File: src/design/whc_pkg.sv
// Shared types and constants for the WAV header checker.
`default_nettype none

package whc_pkg;

  // Header geometry
  localparam int unsigned HDR_LEN  = 44;
  localparam int unsigned POS_W    = 6;
  localparam logic [POS_W-1:0] POS_LAST = POS_W'(HDR_LEN - 1);
  localparam logic [POS_W-1:0] POS_END  = POS_W'(HDR_LEN);

  // First byte position of each field
  localparam logic [POS_W-1:0] POS_RIFF_SIZE   = 6'd4;
  localparam logic [POS_W-1:0] POS_WAVE_TAG    = 6'd8;
  localparam logic [POS_W-1:0] POS_FMT_TAG     = 6'd12;
  localparam logic [POS_W-1:0] POS_FMT_SIZE    = 6'd16;
  localparam logic [POS_W-1:0] POS_FORMAT      = 6'd20;
  localparam logic [POS_W-1:0] POS_CHANNELS    = 6'd22;
  localparam logic [POS_W-1:0] POS_RATE        = 6'd24;
  localparam logic [POS_W-1:0] POS_BYTE_RATE   = 6'd28;
  localparam logic [POS_W-1:0] POS_BLOCK_ALIGN = 6'd32;
  localparam logic [POS_W-1:0] POS_BITS        = 6'd34;
  localparam logic [POS_W-1:0] POS_DATA_TAG    = 6'd36;
  localparam logic [POS_W-1:0] POS_DATA_SIZE   = 6'd40;

  // Expected tag words (little-endian ASCII) and fixed values
  localparam logic [31:0] TAG_RIFF = 32'h4646_4952;
  localparam logic [31:0] TAG_WAVE = 32'h4556_4157;
  localparam logic [31:0] TAG_FMT  = 32'h2074_6D66;
  localparam logic [31:0] TAG_DATA = 32'h6174_6164;
  localparam logic [31:0] FMT_SIZE_PCM   = 32'd16;
  localparam logic [15:0] FORMAT_PCM     = 16'd1;
  localparam logic [15:0] CHANNELS_MONO  = 16'd1;
  localparam logic [33:0] RIFF_SIZE_BASE = 34'd20;

  // Error mask bit positions, in header order
  localparam int unsigned ERR_W           = 13;
  localparam int unsigned ERR_RIFF        = 0;
  localparam int unsigned ERR_RIFF_SIZE   = 1;
  localparam int unsigned ERR_WAVE        = 2;
  localparam int unsigned ERR_FMT         = 3;
  localparam int unsigned ERR_FMT_SIZE    = 4;
  localparam int unsigned ERR_PCM         = 5;
  localparam int unsigned ERR_MONO        = 6;
  localparam int unsigned ERR_RATE        = 7;
  localparam int unsigned ERR_BYTE_RATE   = 8;
  localparam int unsigned ERR_BLOCK_ALIGN = 9;
  localparam int unsigned ERR_BITS        = 10;
  localparam int unsigned ERR_DATA        = 11;
  localparam int unsigned ERR_DATA_SIZE   = 12;

  // Divider
  localparam int unsigned DIV_W     = 32;
  localparam int unsigned DIV_CNT_W = 6;

  typedef enum logic [1:0] {
    ST_COLLECT,
    ST_START,
    ST_DIVIDE,
    ST_RESULT
  } state_t;

  // Controller to datapath
  typedef struct packed {
    logic             capture;    // shift the incoming byte into its field
    logic [POS_W-1:0] byte_pos;   // header position of that byte
    logic             div_start;  // launch the duration division
    logic             mask_load;  // register the check results
  } cmd_t;

  // Datapath to controller
  typedef struct packed {
    logic div_busy;
  } sts_t;

endpackage

`default_nettype wire

File: src/design/whc_div.sv
// Iterative restoring divider, one quotient bit per cycle.
`default_nettype none

module whc_div (
  input  wire logic                     clk,
  input  wire logic                     rst,
  input  wire logic                     start,
  input  wire logic [whc_pkg::DIV_W-1:0] dividend,
  input  wire logic [whc_pkg::DIV_W-1:0] divisor,
  output logic                          busy,
  output logic [whc_pkg::DIV_W-1:0]     quotient
);
  import whc_pkg::*;

  logic [DIV_CNT_W-1:0] count;
  logic [DIV_W-1:0]     rem;
  logic [DIV_W-1:0]     quo;
  logic [DIV_W:0]       trial;
  logic [DIV_W:0]       diff;
  logic                 fits;

  // One restoring step
  always_comb begin
    trial = {rem, quo[DIV_W-1]};
    diff  = trial - {1'b0, divisor};
    fits  = ~diff[DIV_W];
  end

  always_ff @(posedge clk) begin
    if (rst) begin
      count <= '0;
    end else if (start) begin
      count <= DIV_CNT_W'(DIV_W);
    end else if (count != '0) begin
      count <= count - 1'b1;
    end
  end

  always_ff @(posedge clk) begin
    if (start) begin
      rem <= '0;
      quo <= dividend;
    end else if (count != '0) begin
      rem <= fits ? diff[DIV_W-1:0] : trial[DIV_W-1:0];
      quo <= {quo[DIV_W-2:0], fits};
    end
  end

  assign busy     = (count != '0);
  assign quotient = quo;

endmodule

`default_nettype wire

File: src/design/whc_datapath.sv
// Field assembly, header checks and duration division.
`default_nettype none

module whc_datapath (
  input  wire logic                          clk,
  input  wire logic                          rst,
  input  wire whc_pkg::cmd_t                 cmd,
  output whc_pkg::sts_t                      sts,
  input  wire logic [7:0]                    data_byte,
  output logic [whc_pkg::ERR_W-1:0]          error_mask,
  output logic [31:0]                        sample_rate,
  output logic [31:0]                        byte_rate,
  output logic [15:0]                        bits_per_sample,
  output logic [31:0]                        data_size,
  output logic [31:0]                        duration_seconds
);
  import whc_pkg::*;

  logic [31:0] riff_tag, riff_size, wave_tag, fmt_tag, fmt_size;
  logic [15:0] format_code, channel_count;
  logic [31:0] rate_reg, byte_rate_reg;
  logic [15:0] block_align_reg, sample_bits_reg;
  logic [31:0] data_tag, data_size_reg;

  logic [31:0]      chan_bits;
  logic [63:0]      br_prod;
  logic [33:0]      size_sum;
  logic [ERR_W-1:0] mask_next;
  logic [ERR_W-1:0] mask_reg;
  logic [31:0]      quotient;
  logic             div_busy;

  // Little-endian assembly: each byte shifts in from the top of its field
  always_ff @(posedge clk) begin
    if (cmd.capture) begin
      priority if (cmd.byte_pos < POS_RIFF_SIZE) begin
        riff_tag <= {data_byte, riff_tag[31:8]};
      end else if (cmd.byte_pos < POS_WAVE_TAG) begin
        riff_size <= {data_byte, riff_size[31:8]};
      end else if (cmd.byte_pos < POS_FMT_TAG) begin
        wave_tag <= {data_byte, wave_tag[31:8]};
      end else if (cmd.byte_pos < POS_FMT_SIZE) begin
        fmt_tag <= {data_byte, fmt_tag[31:8]};
      end else if (cmd.byte_pos < POS_FORMAT) begin
        fmt_size <= {data_byte, fmt_size[31:8]};
      end else if (cmd.byte_pos < POS_CHANNELS) begin
        format_code <= {data_byte, format_code[15:8]};
      end else if (cmd.byte_pos < POS_RATE) begin
        channel_count <= {data_byte, channel_count[15:8]};
      end else if (cmd.byte_pos < POS_BYTE_RATE) begin
        rate_reg <= {data_byte, rate_reg[31:8]};
      end else if (cmd.byte_pos < POS_BLOCK_ALIGN) begin
        byte_rate_reg <= {data_byte, byte_rate_reg[31:8]};
      end else if (cmd.byte_pos < POS_BITS) begin
        block_align_reg <= {data_byte, block_align_reg[15:8]};
      end else if (cmd.byte_pos < POS_DATA_TAG) begin
        sample_bits_reg <= {data_byte, sample_bits_reg[15:8]};
      end else if (cmd.byte_pos < POS_DATA_SIZE) begin
        data_tag <= {data_byte, data_tag[31:8]};
      end else begin
        data_size_reg <= {data_byte, data_size_reg[31:8]};
      end
    end
  end

  // Expected rates: two registered multiplies, settled long before the last byte
  always_ff @(posedge clk) begin
    chan_bits <= 32'(channel_count) * 32'(sample_bits_reg);
    br_prod   <= 64'(rate_reg) * 64'(chan_bits);
  end

  // Header checks
  always_comb begin
    size_sum  = RIFF_SIZE_BASE + 34'(fmt_size) + 34'(data_size_reg);
    mask_next = '0;
    mask_next[ERR_RIFF]        = (riff_tag != TAG_RIFF);
    mask_next[ERR_RIFF_SIZE]   = (34'(riff_size) != size_sum);
    mask_next[ERR_WAVE]        = (wave_tag != TAG_WAVE);
    mask_next[ERR_FMT]         = (fmt_tag != TAG_FMT);
    mask_next[ERR_FMT_SIZE]    = (fmt_size != FMT_SIZE_PCM);
    mask_next[ERR_PCM]         = (format_code != FORMAT_PCM);
    mask_next[ERR_MONO]        = (channel_count != CHANNELS_MONO);
    mask_next[ERR_RATE]        = (rate_reg == '0);
    mask_next[ERR_BYTE_RATE]   = (64'(byte_rate_reg) != (br_prod >> 3));
    mask_next[ERR_BLOCK_ALIGN] = (32'(block_align_reg) != (chan_bits >> 3));
    mask_next[ERR_BITS]        = (sample_bits_reg == '0);
    mask_next[ERR_DATA]        = (data_tag != TAG_DATA);
    mask_next[ERR_DATA_SIZE]   = (data_size_reg == '0);
  end

  always_ff @(posedge clk) begin
    if (cmd.mask_load) begin
      mask_reg <= mask_next;
    end
  end

  // Duration = data size / byte rate
  whc_div u_div (
    .clk      (clk),
    .rst      (rst),
    .start    (cmd.div_start),
    .dividend (data_size_reg),
    .divisor  (byte_rate_reg),
    .busy     (div_busy),
    .quotient (quotient)
  );

  assign sts.div_busy     = div_busy;
  assign error_mask       = mask_reg;
  assign sample_rate      = rate_reg;
  assign byte_rate        = byte_rate_reg;
  assign bits_per_sample  = sample_bits_reg;
  assign data_size        = data_size_reg;
  assign duration_seconds = (byte_rate_reg == '0) ? '0 : quotient;

endmodule

`default_nettype wire

File: config.mk
export PLATFORM = sky130hd
export DESIGN_NAME = whc_datapath
export DESIGN_NICKNAME = d
export VERILOG_FILES = /design/src/design/whc_pkg.sv /design/src/design/whc_div.sv /design/src/design/whc_datapath.sv
export SDC_FILE = /design/constraint.sdc
export NUM_CORES = 2
export LEC_CHECK = 0
export BUFFER_PORTS_ARGS = -buffer_cell sky130_fd_sc_hd__buf_2
export CAP_MARGIN = 10
export CORE_ASPECT_RATIO = 1.1
export CORE_UTILIZATION = 47
export CTS_CLUSTER_SIZE = 12
export DETAILED_ROUTE_END_ITERATION = 8
export PLACE_DENSITY = 0.73
export SETUP_SLACK_MARGIN = 0.1
export SYNTH_ARGS = -nofsm -noshare
export SYNTH_HDL_FRONTEND = slang
export SYNTH_SLANG_ARGS = --single-unit
export TNS_END_PERCENT = 1
File: constraint.sdc
create_clock -name clk -period 9.6 [get_ports clk]
set_input_delay 0 -clock clk [delete_from_list [all_inputs] [get_ports clk]]
set_output_delay 0 -clock clk [all_outputs]
set_load 0.02 [all_outputs]
---- Word-level counts from Yosys, hierarchy flattened ----
Cells that the tools add are included.
word-level totals
  memory bits (writable) .................. 0
  output and inout bits ................... 158
  latch bits .............................. 0
  memories kept ........................... 0
  word-level logic and storage cells ...... 87
  input bits .............................. 19
  flip-flop bits (word level) ............. 531
  memory bits (read-only) ................. 0
cells by class
  add/subtract/negate cells ............... 4
  multiplexer cells ....................... 6
  eq/ne operators ......................... 10
  bitwise logic cells ..................... 13
  reduce and logical (&&, ||, !) cells .... 20
  div/mod/pow operators ................... 0
  multiply operators ...................... 2
  order comparisons ....................... 12
  shifts and indexed selects .............. 0
operator list
  operator                 count
  $mux W32                 4
  $logic_not A32 Y1        3
  $ne A32 B31 Y1 const B   3
  $mul A32 B32 Y64         1
  $ne A32 B61 Y1           1
  $add A33 B32 Y34         1
  $ne A32 B34 Y1           1
  $add A5 B32 Y33 const A  1
  $sub A33 B32 Y33         1
  $mul A16 B16 Y32         1
  $ne A16 B1 Y1 const B    2
  $ne A32 B30 Y1 const B   1
  $ne A32 B5 Y1 const B    1
  $lt A6 B5 Y1 const B     5
  $ne A16 B29 Y1           1
  $reduce_and A13 Y1       2
  $lt A6 B6 Y1 const B     4
  $logic_not A16 Y1        1
  $not A1 Y1               13
  $lt A6 B4 Y1 const B     2
  $mux W6                  2
  $reduce_and A12 Y1       1
  $reduce_and A11 Y1       1
  $reduce_and A10 Y1       1
  other kinds (13)         13

---- Logic depth before layout (Yosys ltp) ----
  word-level depth ........................ 4
  depth in mapped cells ................... 30
  depth with buffers taken out ............ 28

---- Cells and area by module ----
A second synthesis with hierarchy kept.
unflattened totals
  cells, all modules ...................... 6,210
  area total of the unflattened synthesis .. 63,245.7 sq um
modules (own cells, without submodules)
  module        seq. area each (sq um)  area an instance (sq um)  instances  cells an instance
  whc_datapath  12,822.3                58,298.4                  1          5,687
  whc_div       1,721.7                 4,947.2                   1          523

---- Least setup slack after synthesis ----
OpenSTA, ideal clock, no wires.
  kind .................................... register -> register
  start ................................... reg rate_reg[16], in the netlist sample_rate[16]
  end ..................................... reg br_prod[58]
  arrival time ............................ 7.289 ns
  path slack .............................. 2.191 ns
  library setup time ...................... 0.120 ns
  cell stages (with the launch flop) ...... 28
  path buffers ............................ 1
  period minus slack after synthesis ...... 7.409 ns
  required time ........................... 9.480 ns
  cells stage by stage .................... edfxtp_1 clkbuf_1 and2_1 fa_1 inv_1 fa_1 fa_1 fa_1 inv_1 fa_1 inv_1 fa_1 inv_1 fa_1 inv_1 fa_1 inv_1 ha_1 nand2_1 nor2_1 nand2_1 o211ai_2 a31oi_2 o21ai_4 a31oi_4 o41ai_4 nor3_1 a211o_1
between the ends
  word-level cells in the longest chain between the ends .. 1
RTL lines
  item                    RTL line            text
  start, declared         whc_datapath.sv:21  logic [31:0] rate_reg, byte_rate_reg;
  start signal, assigned  whc_datapath.sv:51  rate_reg <= {data_byte, rate_reg[31:8]};
  $mul A32 B32 Y64        whc_datapath.sv:69  br_prod <= 64'(rate_reg) * 64'(chan_bits);
  end signal, assigned    whc_datapath.sv:69
  end, declared           whc_datapath.sv:26  logic [63:0] br_prod;
No other way between the ends.
A chain may end at the register's enable or synchronous reset.

---- Final worst setup path ----
  start ................................... reg chan_bits[8]
  end ..................................... reg br_prod[63]
between the ends
  word-level cells in the longest chain between the ends .. 1
RTL lines
  item                    RTL line            text
  start, declared         whc_datapath.sv:25  logic [31:0] chan_bits;
  start signal, assigned  whc_datapath.sv:68  chan_bits <= 32'(channel_count) * 32'(sample_bits_reg);
  $mul A32 B32 Y64        whc_datapath.sv:69
No other way between the ends.

==> results.cfg <==
[layout]
final_nets = 7854
mostFrequentLayoutCells = inv_1 (1190), fa_1 (1092), nand2_1 (750)
final_layout_size_suffix_gt1_share_pct = 6.66
final_common_cell = inv_1
largest_register_ffs = 61
top_register = br_prod
syn_to_final_growth_pct = 7.45
diodes = 0

[setup_path]
cp.required_ns = 10.12
critical_path.startpoint_type = register
worstReg2RegEnd = br_prod[63]$_DFF_P_
rr_startpoint = chan_bits[8]$_DFF_P_
crit_path_end = br_prod[63]$_DFF_P_
rr_worst_depth = 23
crit_start = chan_bits[8]$_DFF_P_
critical_path_class = reg2reg
arrival_ns = 9.16
end_kind = register
r2r_slack_ns = 0.96
cp_max_fo = 20

[drt]
ant_nets = 0
drt_wl_total_um = 162000
wire_per_inst_um = 20.0
vias = 44500
vias_per_cell = 5.48
drc = 0
first_pass_iters = 6
dr.first_iter.drc_count = 2902

[global_route]
grt_pass1_vias = 47900
track_usage_pct = 24.2
antenna_found_initial = 0
grt_pass1_wl_um = 260000
grt_overflow = 0
grt_max_degree = 71

[timing]
worst_pin_slew_ns = 1.11
fin_tns_setup_ns = 0
layout_min_cycle_time_ns = 8.64
hold_violations = 0
fmaxAchievable_mhz = 116
slew_viol_final = 0
slew_headroom_pct = 25.3
fin_crit_sh_pct = 90.0
finalSetupViolCount = 0
rsz0062_at_grt = no
fin_skew_ns = 0.0709

[placement]
gp_congestion = 0.939
io_buffers = 175
hpwl_um = 125000

[clocking]
cts_made_buffers = 57
post_cts_resized = 0
clockRootBuffer = clkbuf_16
cts_tree = built
numClockSinks = 528
clock_latency_ns = 0.65
path_clk_slew_ns = 0.06
cts_max_path_buffers = 3
h-tree-depth = 2

[floorplan]
die_h_um = 387
initial_core_util_pct = 47.3
die_w_um = 352
std_cell_rows = 141
die_area_sq_um = 136000
pin_count = 177
core-area_sq_um = 134000

[run]
drv_cap = 0

[yosys]
syn_inst = 6238
yosys_register_bits = 528
ys_types = 88
synth.area.top_cells = fa_1 (34%), edfxtp_1 (19%), ha_1 (9.1%)
yosys_warnings = 0
synth_edf_count = 397
async_flop_share_pct = 0
netlist.area_leader.share_pct = 34.5
syn_nets = 7810
synthesis.area_sq_um = 63400
yosysSeqAreaShare_pct = 22.9
synth_area_leader_cell = fa_1
syn_area_per_cell_sq_um = 10.2
ys.flop_type = edfxtp_1

[worst_hold_path]
hp-class = in2reg
min_from = cmd[7]

[status]
status = completed
-- through the flow --
| step | setup slack [ns] | hold slack [ns] | instances | util, % | instance area, sq um |
|---|---|---|---|---|---|
| 4_1_cts | 1.05 | 0.00890 | 8108 | 50.8 | 68200 |
| 5_1_grt | 0.499 | 0.0545 | 8108 | 50.8 | 68200 |
| 6_report | 0.961 | 0.0470 | 8108 | 50.8 | 68200 |
| 2_1_floorplan | 2.19 | 0.0691 | 6238 | - | 63400 |
| 3_5_place_dp | 1.07 | 0.256 | 7998 | 49.4 | 66200 |
| 3_3_place_gp | 1.09 | 0.255 | 7998 | 49.4 | 66200 |
-- worst max-delay path, stage by stage, from the launching register on --
cell and delay, ns:
dfxtp_1 0.91, buf_4 0.41, and2_1 0.21, fa_1 0.44
fa_1 0.56, inv_1 0.06, fa_1 0.50, fa_1 0.51
inv_1 0.05, fa_1 0.56, fa_1 0.44, fa_1 0.56
fa_1 0.47, ha_1 0.40, a21oi_1 0.22, o21a_1 0.17
a2bb2oi_1 0.46, nand4b_1 0.30, o2111ai_1 0.40, nand3_1 0.19
a31oi_1 0.31, o21ai_1 0.11, a21oi_1 0.18, xnor2_1 0.13
-- metal layers --
| metal | vias to the layer above | wire, um | global-route usage [%] |
|---|---|---|---|
| met2 | 1566 | 82200 | 43.1 |
| met5 | - | 0 | 0 |
| li1 | 19600 | - | - |
| met1 | 22900 | 61200 | 29.1 |
| met4 | 0 | 8080 | 10.6 |
| met3 | 419 | 10300 | 3.34 |
-- how the worst min path moves through the flow --
stage                             endpoint  cells after the start
6_report           data_size[28]$_DFFE_PP_                      4
3_5_place_dp   u_div.count[5]$_SDFFE_PP0P_                      2
2_1_floorplan  u_div.count[5]$_SDFFE_PP0P_                      1
5_1_grt            data_size[28]$_DFFE_PP_                      4
4_1_cts            riff_size[21]$_DFFE_PP_                      3
3_3_place_gp   u_div.count[5]$_SDFFE_PP0P_                      2
-- cells in the mapped netlist, types with 6 or more instances --
cell type,n
clkbuf_1,288
xor2_1,74
o31ai_1,9
o211ai_1,9
mux2_2,31
o31a_1,6
or3_1,7
nor3b_1,7
a221oi_1,6
fa_1,1092
o21a_1,27
and2_1,650
nor4_1,70
nor4b_1,15
a21oi_1,149
edfxtp_1,397
o21ai_1,22
nor4bb_1,14
nor2b_1,49
nand2b_1,11
ha_1,461
inv_1,1190
a31oi_1,15
o21ai_0,63
nor2_1,132
nand4_1,53
o21bai_1,20
a2111oi_0,8
o22ai_1,6
nand2_1,750
nor3_1,31
or2_2,7
nand3_1,29
a21o_1,72
and4_1,7
and3_1,15
mux2i_1,39
a211oi_1,46
xnor2_1,134
dfxtp_1,131
-- kinds of logic after synthesis --
family	share of synthesized area, %
AND/OR/NAND/NOR	15.1
XOR/XNOR	2.90
flip-flops	22.9
AO/OA/AOI/OAI	5.59
multiplexers	1.17
adder cells (fa/ha/maj)	43.5
buffers and inverters	8.81
-- final cells by class --
cell class                      instances  area, sq um
Timing Repair Buffer                  280         1690
Multi-Input combinational cell       4224        43400
Clock inverter                         15          166
Fill cell                           11900        65900
Inverter                             1191         4470
Sequential cell                       528        14500
Tap cell                             1787         2240
Clock buffer                           83         1670
-- repair_timing --
item | 4_1_cts | 5_1_grt
hold buffers | 12 | 0
setup buffers | 0 | 0
endpoints found under the hold margin | 171 | 0
Power is not shown: default switching activity piles up to over one toggle a cycle in this logic, so the estimate is an artifact.
